--- config.mk ---
export PLATFORM = sky130hd
export DESIGN_NAME = acyclic_graph_store_top
export DESIGN_NICKNAME = d
export VERILOG_FILES = /design/src/ags_pkg.sv /design/src/ags_ram.sv /design/src/acyclic_graph_store_top.sv
export SDC_FILE = /design/constraint.sdc
export NUM_CORES = 2
export LEC_CHECK = 0
export BUFFER_PORTS_ARGS = -buffer_cell sky130_fd_sc_hd__buf_2
export CAP_MARGIN = 15
export CORE_MARGIN = 2
export CORE_UTILIZATION = 25
export CTS_BUF_LIST = sky130_fd_sc_hd__clkbuf_8 sky130_fd_sc_hd__clkbuf_16
export DETAILED_ROUTE_END_ITERATION = 12
export PLACE_DENSITY_LB_ADDON = 0.1
export SETUP_SLACK_MARGIN = 0.2
export SYNTH_ARGS = -nofsm -noshare
export SYNTH_HDL_FRONTEND = slang
export SYNTH_SLANG_ARGS = --single-unit
--- constraint.sdc ---
create_clock -name clk -period 7.4 [get_ports clk]
set_clock_uncertainty 0.15 [all_clocks]
set_input_delay 1.48 -clock clk [delete_from_list [all_inputs] [get_ports clk]]
set_output_delay 1.48 -clock clk [all_outputs]
set_load 0.01 [all_outputs]
--- src/ags_pkg.sv ---
// ----------------------------------------------------------------------------
// ags_pkg
// Types, codes and sizes shared by the acyclic graph store.
// ----------------------------------------------------------------------------
`timescale 1ns / 1ps
package ags_pkg;

  localparam int NODE_SLOTS_DEF = 64;
  localparam int EDGE_SLOTS_DEF = 256;

  localparam logic [2:0] OP_ADD_NODE   = 3'd0;
  localparam logic [2:0] OP_ADD_EDGE   = 3'd1;
  localparam logic [2:0] OP_SET_FLAGS  = 3'd2;
  localparam logic [2:0] OP_CHECK_NODE = 3'd3;
  localparam logic [2:0] OP_CHECK_EDGE = 3'd4;

  localparam logic [1:0] ST_OK      = 2'd0;
  localparam logic [1:0] ST_BAD_ARG = 2'd1;
  localparam logic [1:0] ST_CYCLE   = 2'd2;
  localparam logic [1:0] ST_FULL    = 2'd3;

  localparam logic [3:0] NODE_KIND_MAX = 4'd8;
  localparam logic [3:0] EDGE_KIND_MAX = 4'd7;
  localparam logic [7:0] FLAG_OPEN     = 8'h01;
  localparam logic [7:0] FLAG_CLOSED   = 8'h02;
  localparam logic [7:0] FLAG_KNOWN    = 8'h07;
  localparam logic [15:0] GEN_LIVE     = 16'd1;

  typedef struct packed {
    logic [2:0]  op;
    logic [3:0]  kind;
    logic [31:0] actor_num;
    logic [15:0] subject_index;
    logic [15:0] subject_generation;
    logic [15:0] target_index;
    logic [15:0] target_generation;
    logic [7:0]  flag_bits;
  } in_t;

  typedef struct packed {
    logic [1:0] status;
    logic [7:0] new_index;
    logic       id_valid;
  } out_t;

endpackage

--- src/ags_ram.sv ---
// ----------------------------------------------------------------------------
// ags_ram
// Generic single-write, single-read RAM with registered read data.
// ----------------------------------------------------------------------------
`timescale 1ns / 1ps
module ags_ram #(
  parameter int WIDTH = 8,
  parameter int DEPTH = 64,
  localparam int AW = (DEPTH > 1) ? $clog2(DEPTH) : 1
) (
  input  logic             clk,
  input  logic             we,
  input  logic [AW-1:0]    waddr,
  input  logic [WIDTH-1:0] wdata,
  input  logic [AW-1:0]    raddr,
  output logic [WIDTH-1:0] rdata
);
  logic [WIDTH-1:0] mem [DEPTH];

  always_ff @(posedge clk) begin
    if (we) begin
      mem[waddr] <= wdata;
    end
    rdata <= mem[raddr];
  end
endmodule

--- src/acyclic_graph_store_top.sv ---
// ----------------------------------------------------------------------------
// acyclic_graph_store_top
// Bounded append-only DAG store with a depth-first cycle check on edge add.
// ----------------------------------------------------------------------------
// Usage:
//   in_valid/in_ready carry one operation (in_data); out_valid/out_ready
//   carry its single result (out_data). One result per operation, in order.
//   Add node, set flags, checks and edges with bad arguments or a self-loop finish in the accept
//   cycle; the result is registered and shows in the next cycle.
//   Add edge with valid arguments first clears the visited RAM, one entry
//   per node in the store, then walks depth-first from the destination:
//   each popped node needs a stack read and a visited read and, for a node
//   not yet visited, one pass over the edge table, paced by the single edge
//   RAM read port and the visited read behind it.
//   One operation is in work at a time; in_ready is low during a walk and
//   while a finished result cannot be placed in the output register.
//   A stalled receiver holds out_data; the next item is still taken as long
//   as out_ready frees the register in the same cycle.
//   Reset clears the node and edge counts; tables are append-only and their
//   contents above the counts are never used.
// ----------------------------------------------------------------------------
`timescale 1ns / 1ps
module acyclic_graph_store_top #(
  parameter int NODE_SLOTS = ags_pkg::NODE_SLOTS_DEF,
  parameter int EDGE_SLOTS = ags_pkg::EDGE_SLOTS_DEF
) (
  input  logic          clk,
  input  logic          rst_n,
  input  logic          in_valid,
  output logic          in_ready,
  input  ags_pkg::in_t  in_data,
  output logic          out_valid,
  input  logic          out_ready,
  output ags_pkg::out_t out_data
);
  import ags_pkg::*;

  localparam int NW = $clog2(NODE_SLOTS);
  localparam int EW = (EDGE_SLOTS > 1) ? $clog2(EDGE_SLOTS) : 1;

  localparam logic [2:0] S_IDLE = 3'd0;
  localparam logic [2:0] S_POP  = 3'd1;
  localparam logic [2:0] S_POPW = 3'd2;
  localparam logic [2:0] S_SCAN = 3'd3;
  localparam logic [2:0] S_DONE = 3'd4;
  localparam logic [2:0] S_CLR  = 3'd5;
  localparam logic [2:0] S_VIS  = 3'd6;

  logic [2:0]            state_r, state_nxt;
  logic [NW:0]           node_total_r, node_total_nxt;
  logic [EW:0]           edge_total_r, edge_total_nxt;
  logic [NW:0]           depth_r, depth_nxt;
  logic [EW:0]           eidx_r, eidx_nxt;
  logic [NW:0]           clr_r, clr_nxt;
  logic                  pend_r, pend_nxt;
  logic                  hit_r, hit_nxt;
  logic                  reach_r, reach_nxt;
  logic [NW-1:0]         src_r, src_nxt, dst_r, dst_nxt, here_r, here_nxt;
  logic [NW-1:0]         cand_r, cand_nxt;
  logic                  out_valid_r, out_valid_nxt;
  out_t                  out_r, out_nxt;

  logic                  in_fire, out_free;
  logic                  s_ok, t_ok, e_ok;
  logic                  stk_we, edg_we, vis_we;
  logic [NW-1:0]         stk_waddr, stk_wdata, stk_raddr, stk_rdata;
  logic [EW-1:0]         edg_waddr, edg_raddr;
  logic [2*NW-1:0]       edg_wdata, edg_rdata;
  logic [NW-1:0]         vis_waddr, vis_raddr;
  logic                  vis_wdata, vis_rdata;
  logic [NW-1:0]         e_src, e_dst;

  assign out_free  = !out_valid_r || out_ready;
  assign in_ready  = (state_r == S_IDLE) && out_free;
  assign in_fire   = in_valid && in_ready;
  assign out_valid = out_valid_r;
  assign out_data  = out_r;

  assign s_ok = (32'(in_data.subject_index) < 32'(node_total_r)) &&
                (in_data.subject_generation == GEN_LIVE);
  assign t_ok = (32'(in_data.target_index) < 32'(node_total_r)) &&
                (in_data.target_generation == GEN_LIVE);
  assign e_ok = (32'(in_data.subject_index) < 32'(edge_total_r)) &&
                (in_data.subject_generation == GEN_LIVE);

  assign e_src = edg_rdata[2*NW-1:NW];
  assign e_dst = edg_rdata[NW-1:0];

  ags_ram #(.WIDTH(NW), .DEPTH(NODE_SLOTS)) u_stack (
    .clk(clk), .we(stk_we), .waddr(stk_waddr), .wdata(stk_wdata),
    .raddr(stk_raddr), .rdata(stk_rdata)
  );

  ags_ram #(.WIDTH(2*NW), .DEPTH(EDGE_SLOTS)) u_edges (
    .clk(clk), .we(edg_we), .waddr(edg_waddr), .wdata(edg_wdata),
    .raddr(edg_raddr), .rdata(edg_rdata)
  );

  ags_ram #(.WIDTH(1), .DEPTH(NODE_SLOTS)) u_visited (
    .clk(clk), .we(vis_we), .waddr(vis_waddr), .wdata(vis_wdata),
    .raddr(vis_raddr), .rdata(vis_rdata)
  );

  always_comb begin
    state_nxt      = state_r;
    node_total_nxt = node_total_r;
    edge_total_nxt = edge_total_r;
    depth_nxt      = depth_r;
    eidx_nxt       = eidx_r;
    clr_nxt        = clr_r;
    pend_nxt       = pend_r;
    hit_nxt        = hit_r;
    reach_nxt      = reach_r;
    src_nxt        = src_r;
    dst_nxt        = dst_r;
    here_nxt       = here_r;
    cand_nxt       = cand_r;
    out_valid_nxt  = out_valid_r && !out_ready;
    out_nxt        = out_r;
    stk_we         = 1'b0;
    stk_waddr      = depth_r[NW-1:0];
    stk_wdata      = dst_r;
    stk_raddr      = '0;
    edg_we         = 1'b0;
    edg_waddr      = edge_total_r[EW-1:0];
    edg_wdata      = {src_r, dst_r};
    edg_raddr      = eidx_r[EW-1:0];
    vis_we         = 1'b0;
    vis_waddr      = here_r;
    vis_wdata      = 1'b0;
    vis_raddr      = e_dst;

    case (state_r)
      S_IDLE: begin
        if (in_fire) begin
          out_valid_nxt = 1'b1;
          out_nxt       = '{status: ST_OK, new_index: 8'd0, id_valid: 1'b0};
          case (in_data.op)
            OP_ADD_NODE: begin
              if (in_data.kind > NODE_KIND_MAX) begin
                out_nxt.status = ST_BAD_ARG;
              end else if (32'(node_total_r) >= 32'(NODE_SLOTS)) begin
                out_nxt.status = ST_FULL;
              end else begin
                out_nxt.new_index = 8'(node_total_r);
                node_total_nxt    = node_total_r + 1'b1;
              end
            end
            OP_ADD_EDGE: begin
              if (in_data.kind > EDGE_KIND_MAX || !s_ok || !t_ok) begin
                out_nxt.status = ST_BAD_ARG;
              end else if (in_data.subject_index == in_data.target_index) begin
                out_nxt.status = ST_CYCLE;
              end else begin
                out_valid_nxt = out_valid_r && !out_ready;
                out_nxt       = out_r;
                src_nxt       = in_data.subject_index[NW-1:0];
                dst_nxt       = in_data.target_index[NW-1:0];
                stk_we        = 1'b1;
                stk_waddr     = '0;
                stk_wdata     = in_data.target_index[NW-1:0];
                depth_nxt     = (NW+1)'(1);
                clr_nxt       = '0;
                state_nxt     = S_CLR;
              end
            end
            OP_SET_FLAGS: begin
              if (!s_ok || (in_data.flag_bits & ~FLAG_KNOWN) != 8'd0 ||
                  ((in_data.flag_bits & FLAG_OPEN) != 8'd0 &&
                   (in_data.flag_bits & FLAG_CLOSED) != 8'd0)) begin
                out_nxt.status = ST_BAD_ARG;
              end
            end
            OP_CHECK_NODE: out_nxt.id_valid = s_ok;
            OP_CHECK_EDGE: out_nxt.id_valid = e_ok;
            default:       out_nxt.status   = ST_BAD_ARG;
          endcase
        end
      end
      S_CLR: begin
        vis_we    = 1'b1;
        vis_waddr = clr_r[NW-1:0];
        vis_wdata = 1'b0;
        clr_nxt   = clr_r + 1'b1;
        if (clr_r + 1'b1 == node_total_r) begin
          state_nxt = S_POP;
        end
      end
      S_POP: begin
        if (depth_r == '0) begin
          reach_nxt = 1'b0;
          state_nxt = S_DONE;
        end else begin
          stk_raddr = NW'(depth_r - 1'b1);
          depth_nxt = depth_r - 1'b1;
          state_nxt = S_POPW;
        end
      end
      S_POPW: begin
        if (stk_rdata == src_r) begin
          reach_nxt = 1'b1;
          state_nxt = S_DONE;
        end else begin
          vis_raddr = stk_rdata;
          here_nxt  = stk_rdata;
          state_nxt = S_VIS;
        end
      end
      S_VIS: begin
        if (vis_rdata) begin
          state_nxt = S_POP;
        end else begin
          vis_we    = 1'b1;
          vis_waddr = here_r;
          vis_wdata = 1'b1;
          eidx_nxt  = '0;
          pend_nxt  = 1'b0;
          hit_nxt   = 1'b0;
          state_nxt = S_SCAN;
        end
      end
      S_SCAN: begin
        pend_nxt = eidx_r < edge_total_r;
        if (eidx_r < edge_total_r) begin
          eidx_nxt = eidx_r + 1'b1;
        end
        hit_nxt  = pend_r && e_src == here_r;
        cand_nxt = e_dst;
        if (hit_r && !vis_rdata) begin
          if (32'(depth_r) >= 32'(NODE_SLOTS)) begin
            reach_nxt = 1'b0;
            state_nxt = S_DONE;
          end else begin
            stk_we    = 1'b1;
            stk_wdata = cand_r;
            depth_nxt = depth_r + 1'b1;
          end
        end
        if (!pend_r && !hit_r && !(eidx_r < edge_total_r)) begin
          state_nxt = S_POP;
        end
      end
      S_DONE: begin
        if (out_free) begin
          out_valid_nxt = 1'b1;
          out_nxt       = '{status: ST_OK, new_index: 8'd0, id_valid: 1'b0};
          if (reach_r) begin
            out_nxt.status = ST_CYCLE;
          end else if (32'(edge_total_r) >= 32'(EDGE_SLOTS)) begin
            out_nxt.status = ST_FULL;
          end else begin
            edg_we            = 1'b1;
            out_nxt.new_index = 8'(edge_total_r);
            edge_total_nxt    = edge_total_r + 1'b1;
          end
          state_nxt = S_IDLE;
        end
      end
      default: state_nxt = S_IDLE;
    endcase
  end

  always_ff @(posedge clk) begin
    if (!rst_n) begin
      state_r      <= S_IDLE;
      node_total_r <= '0;
      edge_total_r <= '0;
      depth_r      <= '0;
      eidx_r       <= '0;
      clr_r        <= '0;
      pend_r       <= 1'b0;
      hit_r        <= 1'b0;
      reach_r      <= 1'b0;
      out_valid_r  <= 1'b0;
    end else begin
      state_r      <= state_nxt;
      node_total_r <= node_total_nxt;
      edge_total_r <= edge_total_nxt;
      depth_r      <= depth_nxt;
      eidx_r       <= eidx_nxt;
      clr_r        <= clr_nxt;
      pend_r       <= pend_nxt;
      hit_r        <= hit_nxt;
      reach_r      <= reach_nxt;
      out_valid_r  <= out_valid_nxt;
    end
  end

  always_ff @(posedge clk) begin
    src_r  <= src_nxt;
    dst_r  <= dst_nxt;
    here_r <= here_nxt;
    cand_r <= cand_nxt;
    out_r  <= out_nxt;
  end

`ifndef SYNTH
  a_depth_bound: assert property (@(posedge clk) disable iff (!rst_n)
    32'(depth_r) <= 32'(NODE_SLOTS)) else $error("walk stack over depth");
  a_node_bound: assert property (@(posedge clk) disable iff (!rst_n)
    32'(node_total_r) <= 32'(NODE_SLOTS)) else $error("node count over limit");
  a_edge_bound: assert property (@(posedge clk) disable iff (!rst_n)
    32'(edge_total_r) <= 32'(EDGE_SLOTS)) else $error("edge count over limit");
  a_ready_idle: assert property (@(posedge clk) disable iff (!rst_n)
    in_ready |-> state_r == S_IDLE) else $error("ready outside idle");
  a_walk_out: assert property (@(posedge clk) disable iff (!rst_n)
    (state_r == S_SCAN) |=> $stable(edge_total_r)) else $error("edge add mid walk");
`endif
endmodule
=== After elaboration in Yosys (flattened, before gate mapping) ===
Memory sizes are Yosys's and may differ from the RTL's. A register that Yosys moved wholly into a read port is not among the register bits.
Index checks and enable logic that the tools add are counted.

* ROM bits: 0
* Register bits: 81
* Bits in latches: 0
* Logic and storage cells: 219
* Memories: 3
* Bits in writable memories: 3,520

{| class="wikitable"
|+ Memories
! memory !! words !! width !! read ports !! clocked after memory_dff !! wr ports !! line !! source
|-
| u_edges.mem || 256 || 12 || 1 || 1 || 1 || ags_ram.sv:18 || <nowiki>logic [WIDTH-1:0] mem [DEPTH];</nowiki>
|-
| u_stack.mem || 64 || 6 || 1 || 1 || 1 || ags_ram.sv:18 ||
|-
| u_visited.mem || 64 || 1 || 1 || 1 || 1 || ags_ram.sv:18 ||
|}

* Div/mod/pow operators: 0
* Magnitude comparators: 9
* $add $sub $neg: 6
* Shifts and indexed selects: 0
* Bitwise gates (word level): 7
* Reduce and logical (&&, ||, !) cells: 45
* Mux-type cells: 99
* Eq/ne operators: 33
* $mul: 0

{| class="wikitable"
|+ Operators with widths
! operator !! number
|-
| $mux W6 || 16
|-
| $mux W7 || 13
|-
| $mux W9 || 4
|-
| $eq A16 B1 Y1 const B || 2
|-
| $lt A16 B7 Y1 || 2
|-
| $mux W3 || 10
|-
| $mux W1 || 29
|-
| $ne A2 B2 Y1 const B || 13
|-
| $mux W11 || 2
|-
| $pmux W11 S2 || 1
|-
| $add A7 B1 Y7 const B || 3
|-
| $pmux W3 S7 || 1
|-
| $pmux W7 S3 || 1
|-
| $reduce_and A5 Y1 || 4
|-
| $add A9 B1 Y9 const B || 2
|-
| $pmux W9 S2 || 1
|-
| $eq A16 B16 Y1 || 1
|-
| $lt A16 B9 Y1 || 1
|-
| $mux W2 || 8
|-
| $mux W8 || 2
|-
| $pmux W8 S2 || 1
|-
| $reduce_and A8 Y1 || 2
|-
| $ge A7 B7 Y1 const B || 2
|-
| $pmux W7 S2 || 1
|-
| other kinds (30) || 77
|}

=== Longest topological paths before layout ===
* Depth in word-level cells: 11
* Mapped depth: 13
* Depth with buffers taken out: 10

=== Modules after synthesis ===
From an unflattened synthesis, not the netlist that was laid out.

* Cells, all modules: 7,054
* Area, all modules: 142,111.3 um2

{| class="wikitable"
|+ Modules (own cells, without submodules)
! module !! seq. area each (um2) !! instances !! area each (um2) !! cells an instance
|-
| ags_ram at u_edges || 92,488.7 || 1 || 118,632.5 || 5,506
|-
| ags_ram at u_stack || 11,651.2 || 1 || 15,225.9 || 720
|-
| acyclic_graph_store_top || 1,971.9 || 1 || 5,338.9 || 624
|-
| ags_ram at u_visited || 1,941.9 || 1 || 2,914.0 || 204
|}

=== Worst setup path before layout ===
OpenSTA, ideal clock, no wires.

* Path kind: flip-flop to flip-flop
* Start: reg src_r[0]
* End: reg u_visited.rdata, read port of u_visited.mem
* Path slack: 1,395 ps
* Stages on the path, launching flop included: 10
* Data required time: 7,123 ps
* Setup time: 127 ps
* Period minus slack after synthesis: 6,005 ps
* Arrival: 5,728 ps
* Cells stage by stage: edfxtp_1 xor2_1 nor4_2 mux2i_1 nor2_1 buf_4 mux2_2 a222oi_1 or4b_1 nor4b_1

* Longest elaborated chain between the ends: 3

{| class="wikitable"
|+ Ends and longest elaborated chain
! what !! line !! source
|-
| from (decl) || acyclic_graph_store_top.sv:58 || <nowiki>logic [NW-1:0] src_r, src_nxt, dst_r, dst_nxt, here_r, here_nxt;</nowiki>
|-
| from (signal assigned) || acyclic_graph_store_top.sv:290 || <nowiki>src_r <= src_nxt;</nowiki>
|-
| $eq A6 B6 Y1 || acyclic_graph_store_top.sv:200 || <nowiki>if (stk_rdata == src_r) begin</nowiki>
|-
| $mux W6 || acyclic_graph_store_top.sv:200 ||
|-
| $mux W6 || acyclic_graph_store_top.sv:133 || <nowiki>case (state_r)</nowiki>
|-
| to (decl) || ags_ram.sv:16 || <nowiki>output logic [WIDTH-1:0] rdata</nowiki>
|}

No other way between the ends.
A chain may end at the register's enable or synchronous reset.

=== Worst setup path after layout ===
* Start: reg state_r[1]
* End: mem u_edges.mem[70][7] in the netlist's numbering, enable pin

* Longest elaborated chain between the ends: 4

{| class="wikitable"
|+ Ends and longest elaborated chain
! what !! line !! source
|-
| from (decl) || acyclic_graph_store_top.sv:49 || <nowiki>logic [2:0] state_r, state_nxt;</nowiki>
|-
| from (signal assigned) || acyclic_graph_store_top.sv:276 || <nowiki>state_r <= state_nxt;</nowiki>
|-
| $eq A3 B3 Y1 || acyclic_graph_store_top.sv:133 ||
|-
| $mux W1 || acyclic_graph_store_top.sv:133 ||
|-
| $mux W1 || ags_ram.sv:21 || <nowiki>if (we) begin</nowiki>
|-
| $mux W1 (implied by the code) || ags_ram.sv:22 || <nowiki>mem[waddr] <= wdata;</nowiki>
|-
| to (decl) || ags_ram.sv:18 ||
|}

No other way between the ends.

==> report_table.html <==
<table>
<tr><th>Metric</th><th>Value</th></tr>
<tr><th colspan="2">Outcome</th></tr>
<tr><td>Run status</td><td>finished, final reports clean</td></tr>
<tr><th colspan="2">Worst setup path</th></tr>
<tr><td>FF-to-FF path depth</td><td>9</td></tr>
<tr><td>WP depth</td><td>9</td></tr>
<tr><td>Category of the worst setup path capture point</td><td>flip-flop</td></tr>
<tr><td>Signal arrival time at the worst endpoint</td><td>~6000 ps</td></tr>
<tr><td>Critical path's top delay family</td><td>simple AND/OR/NAND/NOR gates</td></tr>
<tr><td>Start-to-end type of the worst setup path</td><td>flip-flop to flip-flop</td></tr>
<tr><td>Cell repeated most along the worst path</td><td>sky130_fd_sc_hd__nand2_1</td></tr>
<tr><td>Ordered cell list for the critical path</td><td>nor2_1, nand2_1, nor3_1, nand2_1, nor3_1, buf_4, nand2_1, nor2_1, buf_4</td></tr>
<tr><td>CP required</td><td>between 7000 and 8000 ps</td></tr>
<tr><td>Worst-path fanout max</td><td>21</td></tr>
<tr><td>Slowest cell on the critical path</td><td>sky130_fd_sc_hd__nor2_1</td></tr>
<tr><td>Critical path's largest stage delay</td><td>between 1000 and 1500 ps</td></tr>
<tr><td>Buffers and inverters on the worst path</td><td>2</td></tr>
<tr><td>Startpoint kind of the worst setup timing path</td><td>flip-flop</td></tr>
<tr><th colspan="2">Floorplanning</th></tr>
<tr><td>Ports placed on the boundary</td><td>roughly 130</td></tr>
<tr><td>Starting utilization of the core area</td><td>roughly a quarter</td></tr>
<tr><td>Chip Height</td><td>between 700 and 800 um</td></tr>
<tr><td>Std cell rows</td><td>~280</td></tr>
<tr><td>Die Wd</td><td>758 um</td></tr>
<tr><td>Core Area</td><td>approximately 570,000 um^2</td></tr>
<tr><td>Area enclosed by the die boundary</td><td>approximately 570,000 um^2</td></tr>
<tr><th colspan="2">Global routing</th></tr>
<tr><td>Number of antenna violations at the first check in global routing</td><td>40</td></tr>
<tr><td>Pin count of the biggest net entering global routing</td><td>around 180</td></tr>
<tr><td>Tot GR Track Use</td><td>14.6%</td></tr>
<tr><td>Wire length of the first global-routing pass</td><td>593,000 um</td></tr>
<tr><td>Total congestion overflow after global routing</td><td>0</td></tr>
<tr><td>Number of global-route vias before repair</td><td>between 70k and 80k</td></tr>
<tr><th colspan="2">Clock network</th></tr>
<tr><td>Number of clock sinks</td><td>3,620</td></tr>
<tr><td>Post-CTS Setup Repair Bufs</td><td>0</td></tr>
<tr><td>Clock tree from TritonCTS</td><td>yes</td></tr>
<tr><td>Number of H-tree levels</td><td>5</td></tr>
<tr><td>Post-CTS clock slew at the launch and capture registers of the worst setup and hold paths</td><td>around 60 ps</td></tr>
<tr><td>Num CTS Buffers</td><td>between 400 and 500</td></tr>
<tr><td>Gates resized, CTS repair</td><td>0</td></tr>
<tr><td>Number of buffers between clock root and the deepest sink</td><td>4</td></tr>
<tr><td>Quantity of hold-fixing buffers added after cts</td><td>0</td></tr>
<tr><td>Clock latency reported for the late side of the worst-skew pair</td><td>1000 ps</td></tr>
<tr><td>Clock tree root buffer cell</td><td>sky130_fd_sc_hd__clkbuf_16</td></tr>
<tr><th colspan="2">Synth</th></tr>
<tr><td>Number of flops mapped to enable cells by yosys</td><td>around 3.6k</td></tr>
<tr><td>Mapped Avg Cell Area</td><td>~22 um^2</td></tr>
<tr><td>Synthesized net count</td><td>between 6k and 7k</td></tr>
<tr><td>Post-synthesis instance total</td><td>6,562</td></tr>
<tr><td>Post-synthesis sequential area ratio</td><td>76.1%</td></tr>
<tr><td>Number of warnings reported in the yosys synthesis log</td><td>0</td></tr>
<tr><td>Flip-flop and latch count after synthesis</td><td>between 3k and 4k</td></tr>
<tr><td>Fraction of registers with async set or reset after synthesis</td><td>0%</td></tr>
<tr><td>Unique cell type count in the Yosys netlist</td><td>70</td></tr>
<tr><td>Prevailing post-synth register cell</td><td>sky130_fd_sc_hd__edfxtp_1</td></tr>
<tr><td>Summed instance area of the synthesized netlist</td><td>about 140,000 um^2</td></tr>
<tr><th colspan="2">Pwr</th></tr>
<tr><td>Clock Power Share</td><td>a little under half</td></tr>
<tr><td>Leakage component of the power</td><td>around 43 nW</td></tr>
<tr><td>Switching pwr</td><td>a little under 0.009 W</td></tr>
<tr><td>Peak supply drop</td><td>roughly 0.19 mV</td></tr>
<tr><td>Comb pwr share</td><td>less than 1%</td></tr>
<tr><td>Proportion of total power due to net switching</td><td>roughly 20%</td></tr>
<tr><td>Internal power</td><td>~0.034 W</td></tr>
<tr><td>Flop pwr share</td><td>a little over half</td></tr>
<tr><td>PD cells</td><td>about 250 nW/um^2</td></tr>
<tr><th colspan="2">Place</th></tr>
<tr><td>Gp weighted congestion</td><td>about 0.75</td></tr>
<tr><td>Cell total after placement</td><td>~14k</td></tr>
<tr><td>DP Area</td><td>between 150,000 and 200,000 um^2</td></tr>
<tr><td>DP Wirelength</td><td>about 260,000 um</td></tr>
<tr><td>Buffers on Ports</td><td>94</td></tr>
<tr><th colspan="2">Job</th></tr>
<tr><td>Total of max-cap violations</td><td>0</td></tr>
<tr><th colspan="2">Route</th></tr>
<tr><td>Vias</td><td>a little under 70k</td></tr>
<tr><td>Wire length after detailed routing</td><td>~430,000 um</td></tr>
<tr><td>Final routed wire length divided by cell count</td><td>~29 um</td></tr>
<tr><td>Post-route DRC violation count</td><td>0</td></tr>
<tr><td>DR pass1 iterations</td><td>5</td></tr>
<tr><td>Antenna Nets Post-Route</td><td>0</td></tr>
<tr><td>Initial DRC Count</td><td>~5.7k</td></tr>
<tr><td>Routed vias/inst</td><td>between 4 and 5</td></tr>
<tr><th colspan="2">STA</th></tr>
<tr><td>Setup tns final</td><td>0 ps</td></tr>
<tr><td>Final Critical Period</td><td>roughly 5500 ps</td></tr>
<tr><td>Number of slew-limit violations in the final report</td><td>0</td></tr>
<tr><td>Least-Margin Pin Slew</td><td>1270 ps</td></tr>
<tr><td>Final Hold Fails</td><td>0</td></tr>
<tr><td>Final setup violation count</td><td>0</td></tr>
<tr><td>Post-route fraction of the period consumed by the critical path</td><td>between 70% and 80%</td></tr>
<tr><td>Upper clock frequency limit</td><td>about 180 MHz</td></tr>
<tr><td>Max-slew headroom at the worst pin</td><td>about 15%</td></tr>
<tr><td>Setup repair after global routing missed its margin</td><td>false</td></tr>
<tr><th colspan="2">Finish</th></tr>
<tr><td>Design Area, Final</td><td>approximately 170,000 um^2</td></tr>
<tr><td>Non-filler cells in the finished layout</td><td>around 15k</td></tr>
<tr><td>NumNets Final</td><td>about 7.3k</td></tr>
<tr><td>Syn-to-layout area delta</td><td>17.8%</td></tr>
<tr><td>Share of post-route cells with drive strength above 1</td><td>29.9%</td></tr>
<tr><td>Fill cell total of the finished layout</td><td>approximately 55k</td></tr>
<tr><th colspan="2">Worst hold path</th></tr>
<tr><td>Hold Crit Depth</td><td>2</td></tr>
<tr><td>Worst min-delay path class</td><td>flip-flop to flip-flop</td></tr>
</table>
per-layer routing:
layer	global-route usage (%)	part of all wire (%)	wire length, um	vias up
met5	0	0	0	-
met4	3.26	2.2	9600	0
met1	20.8	46	198000	37600
met2	24.0	47	204000	1584
li1	-	-	-	28700
met3	1.89	4.3	18500	512
cells in the final DEF (no fill, tap or decap), types with 26 or more instances in the layout:
master                      Yosys  layout
sky130_fd_sc_hd__o22ai_1       57      57
sky130_fd_sc_hd__nor4_1        27      27
sky130_fd_sc_hd__buf_2        108      94
sky130_fd_sc_hd__o21ai_0       36      35
sky130_fd_sc_hd__ha_1          39      39
sky130_fd_sc_hd__nor2b_1       35      35
sky130_fd_sc_hd__a2111oi_0     26      26
sky130_fd_sc_hd__mux2i_1       99      99
sky130_fd_sc_hd__bufinv_16      0      36
sky130_fd_sc_hd__mux4_2      1002    1002
sky130_fd_sc_hd__nor2_1       453     437
sky130_fd_sc_hd__nand2_1      172     153
sky130_fd_sc_hd__buf_4         23     365
sky130_fd_sc_hd__dfxtp_1       65      58
sky130_fd_sc_hd__clkinv_1       0     110
sky130_fd_sc_hd__edfxtp_1    3555    3555
sky130_fd_sc_hd__clkbuf_16      0     421
sky130_fd_sc_hd__mux2_2        90      90
sky130_fd_sc_hd__inv_1         29     111
sky130_fd_sc_hd__xor2_1        29      29
sky130_fd_sc_hd__a21oi_1       73      72
sky130_fd_sc_hd__nand3_1       50      47
sky130_fd_sc_hd__buf_12         0      31
sky130_fd_sc_hd__a211oi_1      43      42
sky130_fd_sc_hd__clkinv_2       0      55
final cells by class:
class / count / area, um^2 / area share, %
clock buffers: 425 / 10600 / 6.33
flip-flops and latches: 3620 / 108000 / 64.6
repair buffers: 491 / 3860 / 2.31
multi-input cells: 2547 / 32300 / 19.3
clock inverters: 335 / 2890 / 1.73
diodes: 13 / 32.5 / 0.0194
inverters: 29 / 109 / 0.0651
well taps: 7506 / 9390 / 5.61
power groups by stage:
| stage | combinational, W | sequential (W) | clock, W |
|---|---|---|---|
| finish | 0.0000754 | 0.0222 | 0.0202 |
| global placement | 0.0000774 | 0.0226 | 0 |
| detailed placement | 0.0000759 | 0.0226 | 0 |
| global route | 0.0000834 | 0.0222 | 0.0217 |
| floorplan | 0.0000272 | 0.0226 | 0 |
| CTS | 0.0000764 | 0.0222 | 0.0209 |
cells by family after synthesis:
kind of cell    count (synthesis)  share of synthesized area [%]
compound gates                380                           1.85
xor+xnor                       54                          0.333
fa+ha+maj                      39                          0.344
buf+inv                       395                           1.26
flops                        3620                           76.1
mux                          1191                           17.3
simple gates                  883                           2.79
flip-flops by register name, summed over array words and instances (netlist names), 7 cells and up:
signal         count
clr_r              7
depth_r            7
edge_total_r       9
eidx_r             9
node_total_r       7
out_data          11
u_edges.mem     3072
u_edges.rdata     12
u_stack.mem      384
u_visited.mem     64
stage by stage:
step	utilization, %	hold slack, ps	power, W	worst slack (ps)
5_1_grt	29.6	369	0.0439	1590
6_report	29.6	342	0.0425	1930
4_1_cts	29.6	344	0.0431	2030
3_5_place_dp	27.2	335	0.0227	1700
3_3_place_gp	27.2	321	0.0227	1680
2_1_floorplan	-	253	0.0226	1390
worst paths after layout:
kind | from | to | slack (ps)
min | clr_r[6] | clr_r[6] | 340
max reg2reg | state_r[1] | u_edges.mem[70][7] | 1930
max | state_r[1] | u_edges.mem[70][7] | 1930
min reg2reg | clr_r[6] | clr_r[6] | 340
synth_stat cells (all sizes together) (16+ instances only):
| cell type | number | share of area, % |
|---|---|---|
| mux2i | 99 | 0.70 |
| a22oi | 16 | 0.085 |
| mux4 | 1002 | 16 |
| o21ai | 38 | 0.13 |
| nor4 | 28 | 0.13 |
| nand2b | 21 | 0.093 |
| clkbuf | 189 | 0.50 |
| a2111oi | 27 | 0.17 |
| a21oi | 73 | 0.26 |
| a211oi | 44 | 0.24 |
| xnor2 | 25 | 0.15 |
| nor2 | 453 | 1.2 |
| ha | 39 | 0.34 |
| nor2b | 35 | 0.15 |
| nand3 | 50 | 0.18 |
| and2 | 20 | 0.088 |
| nor3 | 24 | 0.088 |
| nand2 | 172 | 0.45 |
| inv | 29 | 0.077 |
| mux2 | 90 | 0.71 |
| a21o | 25 | 0.13 |
| buf | 177 | 0.69 |
| xor2 | 29 | 0.18 |
| dfxtp | 65 | 0.92 |
| o22ai | 57 | 0.25 |
| a221oi | 18 | 0.11 |
| edfxtp | 3555 | 75 |
tightest hold or removal path, delay by kind of cell, from the launching register on:
family           cells  cell delay [ps]
flip-flops           1              320
AND/OR/NAND/NOR      1               70
AO/OA/AOI/OAI        1               60
Note: power is estimated with default switching activity, not from simulation.
